--- config.mk ---
export PLATFORM = sky130hd
export DESIGN_NAME = arm_alu_shifter_flags
export DESIGN_NICKNAME = d
export VERILOG_FILES = /design/src/rtl/asf_pkg.sv /design/src/rtl/asf_shifter.sv /design/src/rtl/asf_alu.sv /design/src/rtl/arm_alu_shifter_flags.sv
export VERILOG_INCLUDE_DIRS = /design/src /design/src/rtl
export SDC_FILE = /design/constraint.sdc
export NUM_CORES = 2
export LEC_CHECK = 0
export BUFFER_PORTS_ARGS = -buffer_cell sky130_fd_sc_hd__buf_2
export CAP_MARGIN = 10
export CELL_PAD_IN_SITES_DETAIL_PLACEMENT = 0
export CELL_PAD_IN_SITES_GLOBAL_PLACEMENT = 2
export CORE_ASPECT_RATIO = 0.75
export CORE_MARGIN = 2
export CORE_UTILIZATION = 36
export DETAILED_ROUTE_END_ITERATION = 8
export PLACE_DENSITY = 0.78
export SLEW_MARGIN = 10
export SYNTH_ARGS = -nofsm -noshare
export SYNTH_HDL_FRONTEND = slang
export SYNTH_SLANG_ARGS = --single-unit
--- constraint.sdc ---
create_clock -name clk_i -period 10.2 [get_ports clk_i]
set_clock_uncertainty 0.1 [all_clocks]
set_input_delay 2.55 -clock clk_i [delete_from_list [all_inputs] [get_ports clk_i]]
set_output_delay 2.55 -clock clk_i [all_outputs]
set_load 0.01 [all_outputs]
--- src/rtl/arm_alu_shifter_flags_assert.svh ---
// ----------------------------------------------------------------------------
// ARM ALU assertion macros
// Shorthand for the concurrent checks of the data-processing unit.
// ----------------------------------------------------------------------------
`ifndef ARM_ALU_SHIFTER_FLAGS_ASSERT_SVH
`define ARM_ALU_SHIFTER_FLAGS_ASSERT_SVH

// Same-cycle implication, sampled on clk_i, off during reset
`define ASF_ASSERT_IMP(label, ante, cons) \
  label: assert property (@(posedge clk_i) disable iff (!rst_ni) (ante) |-> (cons)) \
    else $error("same-cycle check failed");

// Next-cycle implication, sampled on clk_i, off during reset
`define ASF_ASSERT_NEXT(label, ante, cons) \
  label: assert property (@(posedge clk_i) disable iff (!rst_ni) (ante) |=> (cons)) \
    else $error("next-cycle check failed");

`endif

--- src/rtl/asf_pkg.sv ---
// ----------------------------------------------------------------------------
// ARM ALU package
// Operation codes, shifter request/response and flag types.
// ----------------------------------------------------------------------------
package asf_pkg;

  localparam int unsigned FuncW = 6;
  localparam int unsigned DataW = 32;

  // Operation codes
  localparam logic [FuncW-1:0] FN_AND     = 6'd0;
  localparam logic [FuncW-1:0] FN_ANDS    = 6'd1;
  localparam logic [FuncW-1:0] FN_EOR     = 6'd2;
  localparam logic [FuncW-1:0] FN_EORS    = 6'd3;
  localparam logic [FuncW-1:0] FN_ORR     = 6'd4;
  localparam logic [FuncW-1:0] FN_ORRS    = 6'd5;
  localparam logic [FuncW-1:0] FN_BIC     = 6'd6;
  localparam logic [FuncW-1:0] FN_BICS    = 6'd7;
  localparam logic [FuncW-1:0] FN_MUL     = 6'd8;
  localparam logic [FuncW-1:0] FN_MULS    = 6'd9;
  localparam logic [FuncW-1:0] FN_MOV     = 6'd10;
  localparam logic [FuncW-1:0] FN_MOVS    = 6'd11;
  localparam logic [FuncW-1:0] FN_MVN     = 6'd12;
  localparam logic [FuncW-1:0] FN_MVNS    = 6'd13;
  localparam logic [FuncW-1:0] FN_SUB     = 6'd14;
  localparam logic [FuncW-1:0] FN_SUBS    = 6'd15;
  localparam logic [FuncW-1:0] FN_RSB     = 6'd16;
  localparam logic [FuncW-1:0] FN_RSBS    = 6'd17;
  localparam logic [FuncW-1:0] FN_SBC     = 6'd18;
  localparam logic [FuncW-1:0] FN_SBCS    = 6'd19;
  localparam logic [FuncW-1:0] FN_RSC     = 6'd20;
  localparam logic [FuncW-1:0] FN_RSCS    = 6'd21;
  localparam logic [FuncW-1:0] FN_ADD     = 6'd22;
  localparam logic [FuncW-1:0] FN_ADDS    = 6'd23;
  localparam logic [FuncW-1:0] FN_ADC     = 6'd24;
  localparam logic [FuncW-1:0] FN_ADCS    = 6'd25;
  localparam logic [FuncW-1:0] FN_TST     = 6'd26;
  localparam logic [FuncW-1:0] FN_TEQ     = 6'd27;
  localparam logic [FuncW-1:0] FN_CMP     = 6'd28;
  localparam logic [FuncW-1:0] FN_CMN     = 6'd29;
  localparam logic [FuncW-1:0] FN_NEG     = 6'd30;
  localparam logic [FuncW-1:0] FN_LSL_R   = 6'd31;
  localparam logic [FuncW-1:0] FN_LSR_R   = 6'd32;
  localparam logic [FuncW-1:0] FN_ASR_R   = 6'd33;
  localparam logic [FuncW-1:0] FN_ROR_R   = 6'd34;
  localparam logic [FuncW-1:0] FN_LSL_RC  = 6'd35;
  localparam logic [FuncW-1:0] FN_LSR_RC  = 6'd36;
  localparam logic [FuncW-1:0] FN_ASR_RC  = 6'd37;
  localparam logic [FuncW-1:0] FN_ROR_RC  = 6'd38;
  localparam logic [FuncW-1:0] FN_LSL_RS  = 6'd39;
  localparam logic [FuncW-1:0] FN_LSR_RS  = 6'd40;
  localparam logic [FuncW-1:0] FN_ASR_RS  = 6'd41;
  localparam logic [FuncW-1:0] FN_ROR_RS  = 6'd42;
  localparam logic [FuncW-1:0] FN_LSL_IS  = 6'd43;
  localparam logic [FuncW-1:0] FN_LSR_IS  = 6'd44;
  localparam logic [FuncW-1:0] FN_ASR_IS  = 6'd45;
  localparam logic [FuncW-1:0] FN_ROR_IS  = 6'd46;
  localparam logic [FuncW-1:0] FN_RRX_C   = 6'd47;
  localparam logic [FuncW-1:0] FN_RRX     = 6'd48;
  localparam logic [FuncW-1:0] FN_LOADF   = 6'd49;

  // Barrel shifter operation
  typedef enum logic [1:0] {
    SK_LSL = 2'd0,
    SK_LSR = 2'd1,
    SK_ASR = 2'd2,
    SK_ROR = 2'd3
  } shift_kind_e;

  typedef struct packed {
    shift_kind_e kind;
    logic        imm;   // count from bits 4:0 with immediate zero rules
    logic        rrx;   // rotate right one through carry
  } shift_req_t;

  typedef struct packed {
    logic [DataW-1:0] value;
    logic             carry;
  } shift_rsp_t;

  // Condition flags, N in the top bit
  typedef struct packed {
    logic n;
    logic z;
    logic c;
    logic v;
  } flags_t;

endpackage

--- src/rtl/asf_shifter.sv ---
// ----------------------------------------------------------------------------
// ARM barrel shifter
// LSL/LSR/ASR/ROR by register or immediate count, and RRX, with carry out.
// ----------------------------------------------------------------------------
module asf_shifter
  import asf_pkg::*;
(
  input  shift_req_t       req_i,
  input  logic [DataW-1:0] value_i,
  input  logic [7:0]       amount_i,
  input  logic             carry_i,
  output shift_rsp_t       rsp_o
);

  logic [7:0]          cnt;
  logic                rrx;
  logic                big;
  logic [2*DataW-1:0]  lsl_w;
  logic [2*DataW-1:0]  lsr_w;
  logic [2*DataW-1:0]  asr_w;
  logic [2*DataW-1:0]  rot_w;
  logic [5:0]          asr_amt;

  // Resolve the effective count and the RRX case
  always_comb begin
    cnt = req_i.imm ? {3'b000, amount_i[4:0]} : amount_i;
    rrx = req_i.rrx;
    if (req_i.imm && (amount_i[4:0] == 5'd0)) begin
      if ((req_i.kind == SK_LSR) || (req_i.kind == SK_ASR)) begin
        cnt = 8'd32;
      end
      if (req_i.kind == SK_ROR) begin
        rrx = 1'b1;
      end
    end
  end

  // Wide shifts leave the last bit shifted out next to the result
  assign big     = |cnt[7:6];
  assign lsl_w   = {{DataW{1'b0}}, value_i} << cnt[5:0];
  assign lsr_w   = {value_i, {DataW{1'b0}}} >> cnt[5:0];
  assign asr_amt = (|cnt[7:5]) ? 6'd32 : cnt[5:0];
  assign asr_w   = $unsigned($signed({value_i, {DataW{1'b0}}}) >>> asr_amt);
  assign rot_w   = {value_i, value_i} >> cnt[4:0];

  // Select result and carry; a zero count passes the value and the carry
  always_comb begin
    rsp_o.value = value_i;
    rsp_o.carry = carry_i;
    if (rrx) begin
      rsp_o.value = {carry_i, value_i[DataW-1:1]};
      rsp_o.carry = value_i[0];
    end else if (cnt != 8'd0) begin
      unique case (req_i.kind)
        SK_LSL: begin
          rsp_o.value = big ? '0 : lsl_w[DataW-1:0];
          rsp_o.carry = big ? 1'b0 : lsl_w[DataW];
        end
        SK_LSR: begin
          rsp_o.value = big ? '0 : lsr_w[2*DataW-1:DataW];
          rsp_o.carry = big ? 1'b0 : lsr_w[DataW-1];
        end
        SK_ASR: begin
          rsp_o.value = asr_w[2*DataW-1:DataW];
          rsp_o.carry = asr_w[DataW-1];
        end
        SK_ROR: begin
          rsp_o.value = rot_w[DataW-1:0];
          rsp_o.carry = rot_w[DataW-1];
        end
        default: begin
          rsp_o.value = value_i;
          rsp_o.carry = carry_i;
        end
      endcase
    end
  end

endmodule

--- src/rtl/asf_alu.sv ---
// ----------------------------------------------------------------------------
// ARM data-processing datapath
// Logic, multiply, add/subtract, compare, shifts and flag update for one item.
// ----------------------------------------------------------------------------
module asf_alu
  import asf_pkg::*;
(
  input  logic [FuncW-1:0] func_i,
  input  logic [DataW-1:0] operand_a_i,
  input  logic [DataW-1:0] operand_b_i,
  input  flags_t           flags_i,
  output logic [DataW-1:0] result_o,
  output logic             result_valid_o,
  output flags_t           flags_o
);

  logic [DataW-1:0] add_x;
  logic [DataW-1:0] add_y;
  logic             add_ci;
  logic [DataW:0]   add_sum;
  logic             add_v;
  logic [DataW-1:0] prod;
  shift_req_t       sh_req;
  shift_rsp_t       sh_rsp;
  logic [DataW-1:0] res;
  logic [DataW-1:0] fval;
  logic             vld;
  logic             set_nz;
  logic             set_cv;
  logic             set_c;

  // Pick adder operands; subtraction adds the inverted operand
  always_comb begin
    add_x  = operand_b_i;
    add_y  = operand_a_i;
    add_ci = 1'b0;
    case (func_i) inside
      FN_SUB, FN_SUBS, FN_CMP: begin
        add_y  = ~operand_a_i;
        add_ci = 1'b1;
      end
      FN_RSB, FN_RSBS: begin
        add_x  = operand_a_i;
        add_y  = ~operand_b_i;
        add_ci = 1'b1;
      end
      FN_SBC, FN_SBCS: begin
        add_y  = ~operand_a_i;
        add_ci = flags_i.c;
      end
      FN_RSC, FN_RSCS: begin
        add_x  = operand_a_i;
        add_y  = ~operand_b_i;
        add_ci = flags_i.c;
      end
      FN_ADC, FN_ADCS: begin
        add_ci = flags_i.c;
      end
      FN_NEG: begin
        add_x  = '0;
        add_y  = ~operand_a_i;
        add_ci = 1'b1;
      end
      default: begin
        add_ci = 1'b0;
      end
    endcase
  end

  assign add_sum = {1'b0, add_x} + {1'b0, add_y} + {{DataW{1'b0}}, add_ci};
  assign add_v   = (~(add_x[DataW-1] ^ add_y[DataW-1])) &
                   (add_x[DataW-1] ^ add_sum[DataW-1]);
  assign prod    = operand_a_i * operand_b_i;

  // Build the shifter request from the shift group
  always_comb begin
    sh_req.kind = SK_LSL;
    sh_req.imm  = 1'b0;
    sh_req.rrx  = 1'b0;
    case (func_i) inside
      [FN_LSL_R:FN_ROR_R]:   sh_req.kind = shift_kind_e'(2'(func_i - FN_LSL_R));
      [FN_LSL_RC:FN_ROR_RC]: sh_req.kind = shift_kind_e'(2'(func_i - FN_LSL_RC));
      [FN_LSL_RS:FN_ROR_RS]: sh_req.kind = shift_kind_e'(2'(func_i - FN_LSL_RS));
      [FN_LSL_IS:FN_ROR_IS]: begin
        sh_req.kind = shift_kind_e'(2'(func_i - FN_LSL_IS));
        sh_req.imm  = 1'b1;
      end
      FN_RRX_C, FN_RRX:      sh_req.rrx  = 1'b1;
      default:               sh_req.rrx  = 1'b0;
    endcase
  end

  asf_shifter u_shifter (
    .req_i    (sh_req),
    .value_i  (operand_a_i),
    .amount_i (operand_b_i[7:0]),
    .carry_i  (flags_i.c),
    .rsp_o    (sh_rsp)
  );

  // Decode the operation: result, flag source and which flags move
  always_comb begin
    res    = '0;
    vld    = 1'b1;
    set_nz = 1'b0;
    set_cv = 1'b0;
    set_c  = 1'b0;
    case (func_i) inside
      FN_AND, FN_ANDS:   res = operand_b_i & operand_a_i;
      FN_EOR, FN_EORS:   res = operand_b_i ^ operand_a_i;
      FN_ORR, FN_ORRS:   res = operand_b_i | operand_a_i;
      FN_BIC, FN_BICS:   res = operand_b_i & ~operand_a_i;
      FN_MUL, FN_MULS:   res = prod;
      FN_MOV, FN_MOVS:   res = operand_a_i;
      FN_MVN, FN_MVNS:   res = ~operand_a_i;
      FN_SUB, FN_RSB, FN_SBC, FN_RSC, FN_ADD, FN_ADC:
        res = add_sum[DataW-1:0];
      FN_SUBS, FN_RSBS, FN_SBCS, FN_RSCS, FN_ADDS, FN_ADCS, FN_NEG:
        res = add_sum[DataW-1:0];
      FN_TST:            res = operand_b_i & operand_a_i;
      FN_TEQ:            res = operand_b_i ^ operand_a_i;
      FN_CMP, FN_CMN:    res = add_sum[DataW-1:0];
      [FN_LSL_R:FN_RRX]: res = sh_rsp.value;
      default:           res = '0;
    endcase

    case (func_i) inside
      FN_ANDS, FN_EORS, FN_ORRS, FN_BICS, FN_MULS, FN_MOVS, FN_MVNS:
        set_nz = 1'b1;
      FN_SUBS, FN_RSBS, FN_SBCS, FN_RSCS, FN_ADDS, FN_ADCS, FN_NEG: begin
        set_nz = 1'b1;
        set_cv = 1'b1;
      end
      FN_TST, FN_TEQ: begin
        set_nz = 1'b1;
        vld    = 1'b0;
      end
      FN_CMP, FN_CMN: begin
        set_nz = 1'b1;
        set_cv = 1'b1;
        vld    = 1'b0;
      end
      [FN_LSL_RC:FN_ROR_RC], FN_RRX_C:
        set_c = 1'b1;
      [FN_LSL_RS:FN_ROR_IS]: begin
        set_nz = 1'b1;
        set_c  = 1'b1;
      end
      FN_LOADF:
        vld = 1'b0;
      [FN_AND:FN_ADC], [FN_LSL_R:FN_ROR_R], FN_RRX:
        vld = 1'b1;
      default:
        vld = 1'b0;
    endcase
  end

  assign fval = res;

  // Apply the flag updates
  always_comb begin
    flags_o = flags_i;
    if (func_i == FN_LOADF) begin
      flags_o = flags_t'(operand_a_i[DataW-1:DataW-4]);
    end
    if (set_nz) begin
      flags_o.n = fval[DataW-1];
      flags_o.z = (fval == '0);
    end
    if (set_cv) begin
      flags_o.c = add_sum[DataW];
      flags_o.v = add_v;
    end
    if (set_c) begin
      flags_o.c = sh_rsp.carry;
    end
  end

  assign result_o       = vld ? res : '0;
  assign result_valid_o = vld;

endmodule

--- src/rtl/arm_alu_shifter_flags.sv ---
// An accepted input item passes through the input register and then the result register to the master side.
// Throughput: one item per cycle while the master side takes results; the flag register feeds the next item directly.
// The input register and the result register each hold one item under backpressure.
// Reset clears both valid bits and the N, Z, C and V flags.
// ----------------------------------------------------------------------------
// ARM data-processing unit with barrel shifter and NZCV flags
// Input register, single-pass datapath, result register with flag state.
// ----------------------------------------------------------------------------
`include "arm_alu_shifter_flags_assert.svh"

module arm_alu_shifter_flags
  import asf_pkg::*;
(
  input  logic        clk_i,
  input  logic        rst_ni,
  input  logic        s_axis_tvalid,
  output logic        s_axis_tready,
  input  logic [71:0] s_axis_tdata,  // func[5:0], operand_a[37:6], operand_b[69:38]
  output logic        m_axis_tvalid,
  input  logic        m_axis_tready,
  output logic [39:0] m_axis_tdata,  // result[31:0], N[32], Z[33], C[34], V[35]
  output logic        m_axis_tuser   // result_valid
);

  logic             in_valid_q;
  logic [FuncW-1:0] func_q;
  logic [DataW-1:0] a_q;
  logic [DataW-1:0] b_q;
  logic             out_valid_q;
  logic [DataW-1:0] out_result_q;
  logic             out_rv_q;
  flags_t           flags_q;
  flags_t           flags_d;
  logic [DataW-1:0] result_d;
  logic             rv_d;
  logic             advance;

  // Move an item into the result register when it is empty or being taken
  assign advance       = in_valid_q && (!out_valid_q || m_axis_tready);
  assign s_axis_tready = !in_valid_q || advance;

  // Input register
  always_ff @(posedge clk_i or negedge rst_ni) begin
    if (!rst_ni) begin
      in_valid_q <= 1'b0;
    end else if (s_axis_tready) begin
      in_valid_q <= s_axis_tvalid;
    end
  end

  always_ff @(posedge clk_i) begin
    if (s_axis_tvalid && s_axis_tready) begin
      func_q <= s_axis_tdata[5:0];
      a_q    <= s_axis_tdata[37:6];
      b_q    <= s_axis_tdata[69:38];
    end
  end

  asf_alu u_alu (
    .func_i         (func_q),
    .operand_a_i    (a_q),
    .operand_b_i    (b_q),
    .flags_i        (flags_q),
    .result_o       (result_d),
    .result_valid_o (rv_d),
    .flags_o        (flags_d)
  );

  // Result register and flag state advance together
  always_ff @(posedge clk_i or negedge rst_ni) begin
    if (!rst_ni) begin
      out_valid_q <= 1'b0;
      flags_q     <= '0;
    end else begin
      if (advance) begin
        out_valid_q <= 1'b1;
        flags_q     <= flags_d;
      end else if (m_axis_tready) begin
        out_valid_q <= 1'b0;
      end
    end
  end

  always_ff @(posedge clk_i) begin
    if (advance) begin
      out_result_q <= result_d;
      out_rv_q     <= rv_d;
    end
  end

  assign m_axis_tvalid = out_valid_q;
  assign m_axis_tdata  = {4'b0000, flags_q.v, flags_q.c, flags_q.z, flags_q.n, out_result_q};
  assign m_axis_tuser  = out_rv_q;

  // Flags only move when an item completes
  `ASF_ASSERT_NEXT(a_flags_hold, !advance, $stable(flags_q))
  // An item that completes is shown next cycle
  `ASF_ASSERT_NEXT(a_adv_shows, advance, out_valid_q)
  // Flag-only operations carry a zero result
  `ASF_ASSERT_IMP(a_zero_result, out_valid_q && !out_rv_q, out_result_q == '0)
  // Load flags copies the top nibble of operand_a
  `ASF_ASSERT_NEXT(a_loadf, advance && (func_q == FN_LOADF), flags_q == $past(a_q[31:28]))

endmodule

==> metrics.txt <==
status=finished clean; Final Max Tran Viols=0; Final Cell Area=39,000 um2; CTS H-Tree Depth=3; initial core utilization=36.2%; Final nets=5,325; Layout fillers=10,378; fraction of registers with async set or reset after synthesis=5.50%; RSZ-0062 raised after global routing=false; CP peak stage delay=1010 ps; most frequent cells in the layout=653 x nand2_1, 600 x inv_1, 410 x fa_1, 391 x nor2_1, 257 x ha_1; I/O Pins=119; Slew HR=6.42%; CTS buffer count=9; Final Setup Violations=0; Reg area=3240 um2; Port-buffer cells=112; Resize count post-CTS=0; row cnt=100; Vias/cell=6.55; GP Congestion=1.08; Tmin final=9790 ps; wire length per cell=37.2 um; Crit path required time=10,460 ps; Post-Route WL=220,000 um; CP Capture Type=flop; worst vdd ir=1.57 mV; Setup TNS=0 ps; gr usage total=42.2%; Initial DRT Pass Iterations=7; Die X-Extent=368 um; critical path peak fanout=5; commonest non-fill, non-tap cell in the layout=nand2_1; Avg Cell Area, Syn=7.81 um2; pwr dens=462 nW/um2; Post-DP Area=38,600 um2; Warnings, synthesis=0; HP Class=flop to flop; highest clock rate=102 MHz; vias post-DR=38,769; Clock Sinks=109; static leakage=17.6 nW; largest net degree at the start of global routing=94; post-cts hold buffer count=0; Startpoint Class=flop; number of synthesized flops with an enable pin=103; Critical Path AT=10,060 ps; worst setup path class=flop to flop; CTS tree=done; share of layout cells above drive strength 1=12.1%; Post-CTS Setup Inserts=0; Yosys cell types=107; root buf cell=clkbuf_16; CP delay by family, top=adder cells; Post-DP HPWL=170,000 um; post-route setup slack=406 ps; Slew @ Worst Pin=1390 ps; die area=102,000 um2; mapped cell area=35,800 um2; top_reg_cell synth=edfxtp_1; Critical path buffers and inverters=4; final hold vios=0; antenna violations before repair=22; dpl ws=863 ps; core area=99,000 um2; clock latency at the later pin of the worst-skew pair=490 ps; Max Buffers Root-to-Sink=2; DR iter-0 viols=6,328; crit-path most repeated cell=fa_1; max cap viols=0; vias in the first global route=35,822; global-route wire length before repair=300,000 um; slowest CP cell=edfxtp_1; Synth Instances=4,585; final worst-path cycle share=96.0%; Layout area overhead=8.84%; # DRC=0; Clock transition at path regs=110 ps; grt ovf=0; Multi-input gate area=28,800 um2; die span in y=277 um; Seq cells post-synth=109; Seq/Total Area, Yosys=9.06%; Detail Route Antenna Nets=0
## power breakdown
group / switching (W) / internal, W
sequential: 0.0000880 / 0.000553
combinational: 0.0103 / 0.00663
clock: 0.000258 / 0.000179
total: 0.0107 / 0.00737
## layout make-up
cell class / instances / share of cell area, %
multi-input combinational: 3474 / 73.9
sequential: 109 / 8.32
timing repair buffer: 364 / 6.64
inverter: 623 / 6.00
tap: 1326 / 4.26
clock buffer: 9 / 0.578
clock inverter: 7 / 0.241
antenna: 11 / 0.0706
## kinds of logic after synthesis
family | Yosys count | share of synthesized area (%)
other | 1 | 0.0105
AOI/OAI and AO/OA | 1098 | 21.1
xor gates and xnor gates | 103 | 2.52
and+or+nand+nor | 1429 | 17.4
adders and majority gates | 668 | 31.9
buffers and inverters | 1005 | 11.0
muxes | 172 | 6.97
DFF | 109 | 9.06
## cells in the mapped netlist, types with 21 or more instances
| library cell | n | area [um2] |
|---|---|---|
| nand2_1 | 653 | 2450 |
| inv_1 | 601 | 2260 |
| fa_1 | 410 | 8210 |
| nor2_1 | 395 | 1480 |
| ha_1 | 258 | 3230 |
| clkbuf_1 | 238 | 893 |
| a21oi_1 | 224 | 1120 |
| o21ai_0 | 197 | 986 |
| edfxtp_1 | 103 | 3090 |
| nand3_1 | 78 | 390 |
| mux2i_1 | 77 | 771 |
| nor3_1 | 74 | 370 |
| xnor2_1 | 73 | 639 |
| a221oi_1 | 71 | 622 |
| buf_1 | 71 | 267 |
| mux4_2 | 57 | 1280 |
| a211oi_1 | 56 | 420 |
| a31oi_1 | 53 | 332 |
| buf_2 | 53 | 265 |
| o211ai_1 | 52 | 390 |
| o22ai_1 | 47 | 294 |
| a22o_1 | 41 | 359 |
| nand4_1 | 35 | 219 |
| o221ai_1 | 34 | 298 |
| mux2_2 | 33 | 372 |
| a21o_1 | 30 | 225 |
| xor2_1 | 30 | 263 |
| nand2b_1 | 29 | 181 |
| nor4_1 | 28 | 175 |
| o31ai_1 | 26 | 195 |
| and2_1 | 25 | 156 |
| o21a_1 | 21 | 158 |
## flip-flops by register name, indices dropped and copies added (netlist names)
register	flops
out_result_q	32
in_valid_q	1
m_axis_tvalid	1
func_q	6
a_q	32
m_axis_tuser	1
m_axis_tdata	4
b_q	32
## layer usage
layer | track usage [%] | vias to the layer above | part of all wire (%)
li1 | - | 15742 | -
met3 | 20.8 | 565 | 16
met2 | 52.9 | 3101 | 36
met4 | 17.4 | 18 | 5.2
met5 | 2.16 | - | 0.21
met1 | 59.8 | 19343 | 42
## through the flow
stage               std cells  total power (W)  hold WS, ps  utilization [%]
floorplan                4588           0.0120          349                -
global placement         5896           0.0172          371             39.0
detailed placement       5896           0.0172          388             39.0
CTS                      5912           0.0177          409             39.4
global route             5913           0.0197          443             39.4
finish                   5923           0.0180          395             39.4
## path summary, 6_finish.rpt
check                            from                to  slack (ps)  depth (start not counted)
setup / recovery               a_q[7]  m_axis_tdata[33]         410                         28
min in group asynchronous      rst_ni  m_axis_tdata[35]        1750                          1
hold / removal             in_valid_q     m_axis_tvalid         400                          1
setup reg to reg               a_q[7]  m_axis_tdata[33]         410                         28
max in group asynchronous      rst_ni        in_valid_q        8020                          1
hold reg to reg            in_valid_q     m_axis_tvalid         400                          1
(Power assumes the default switching activity.)
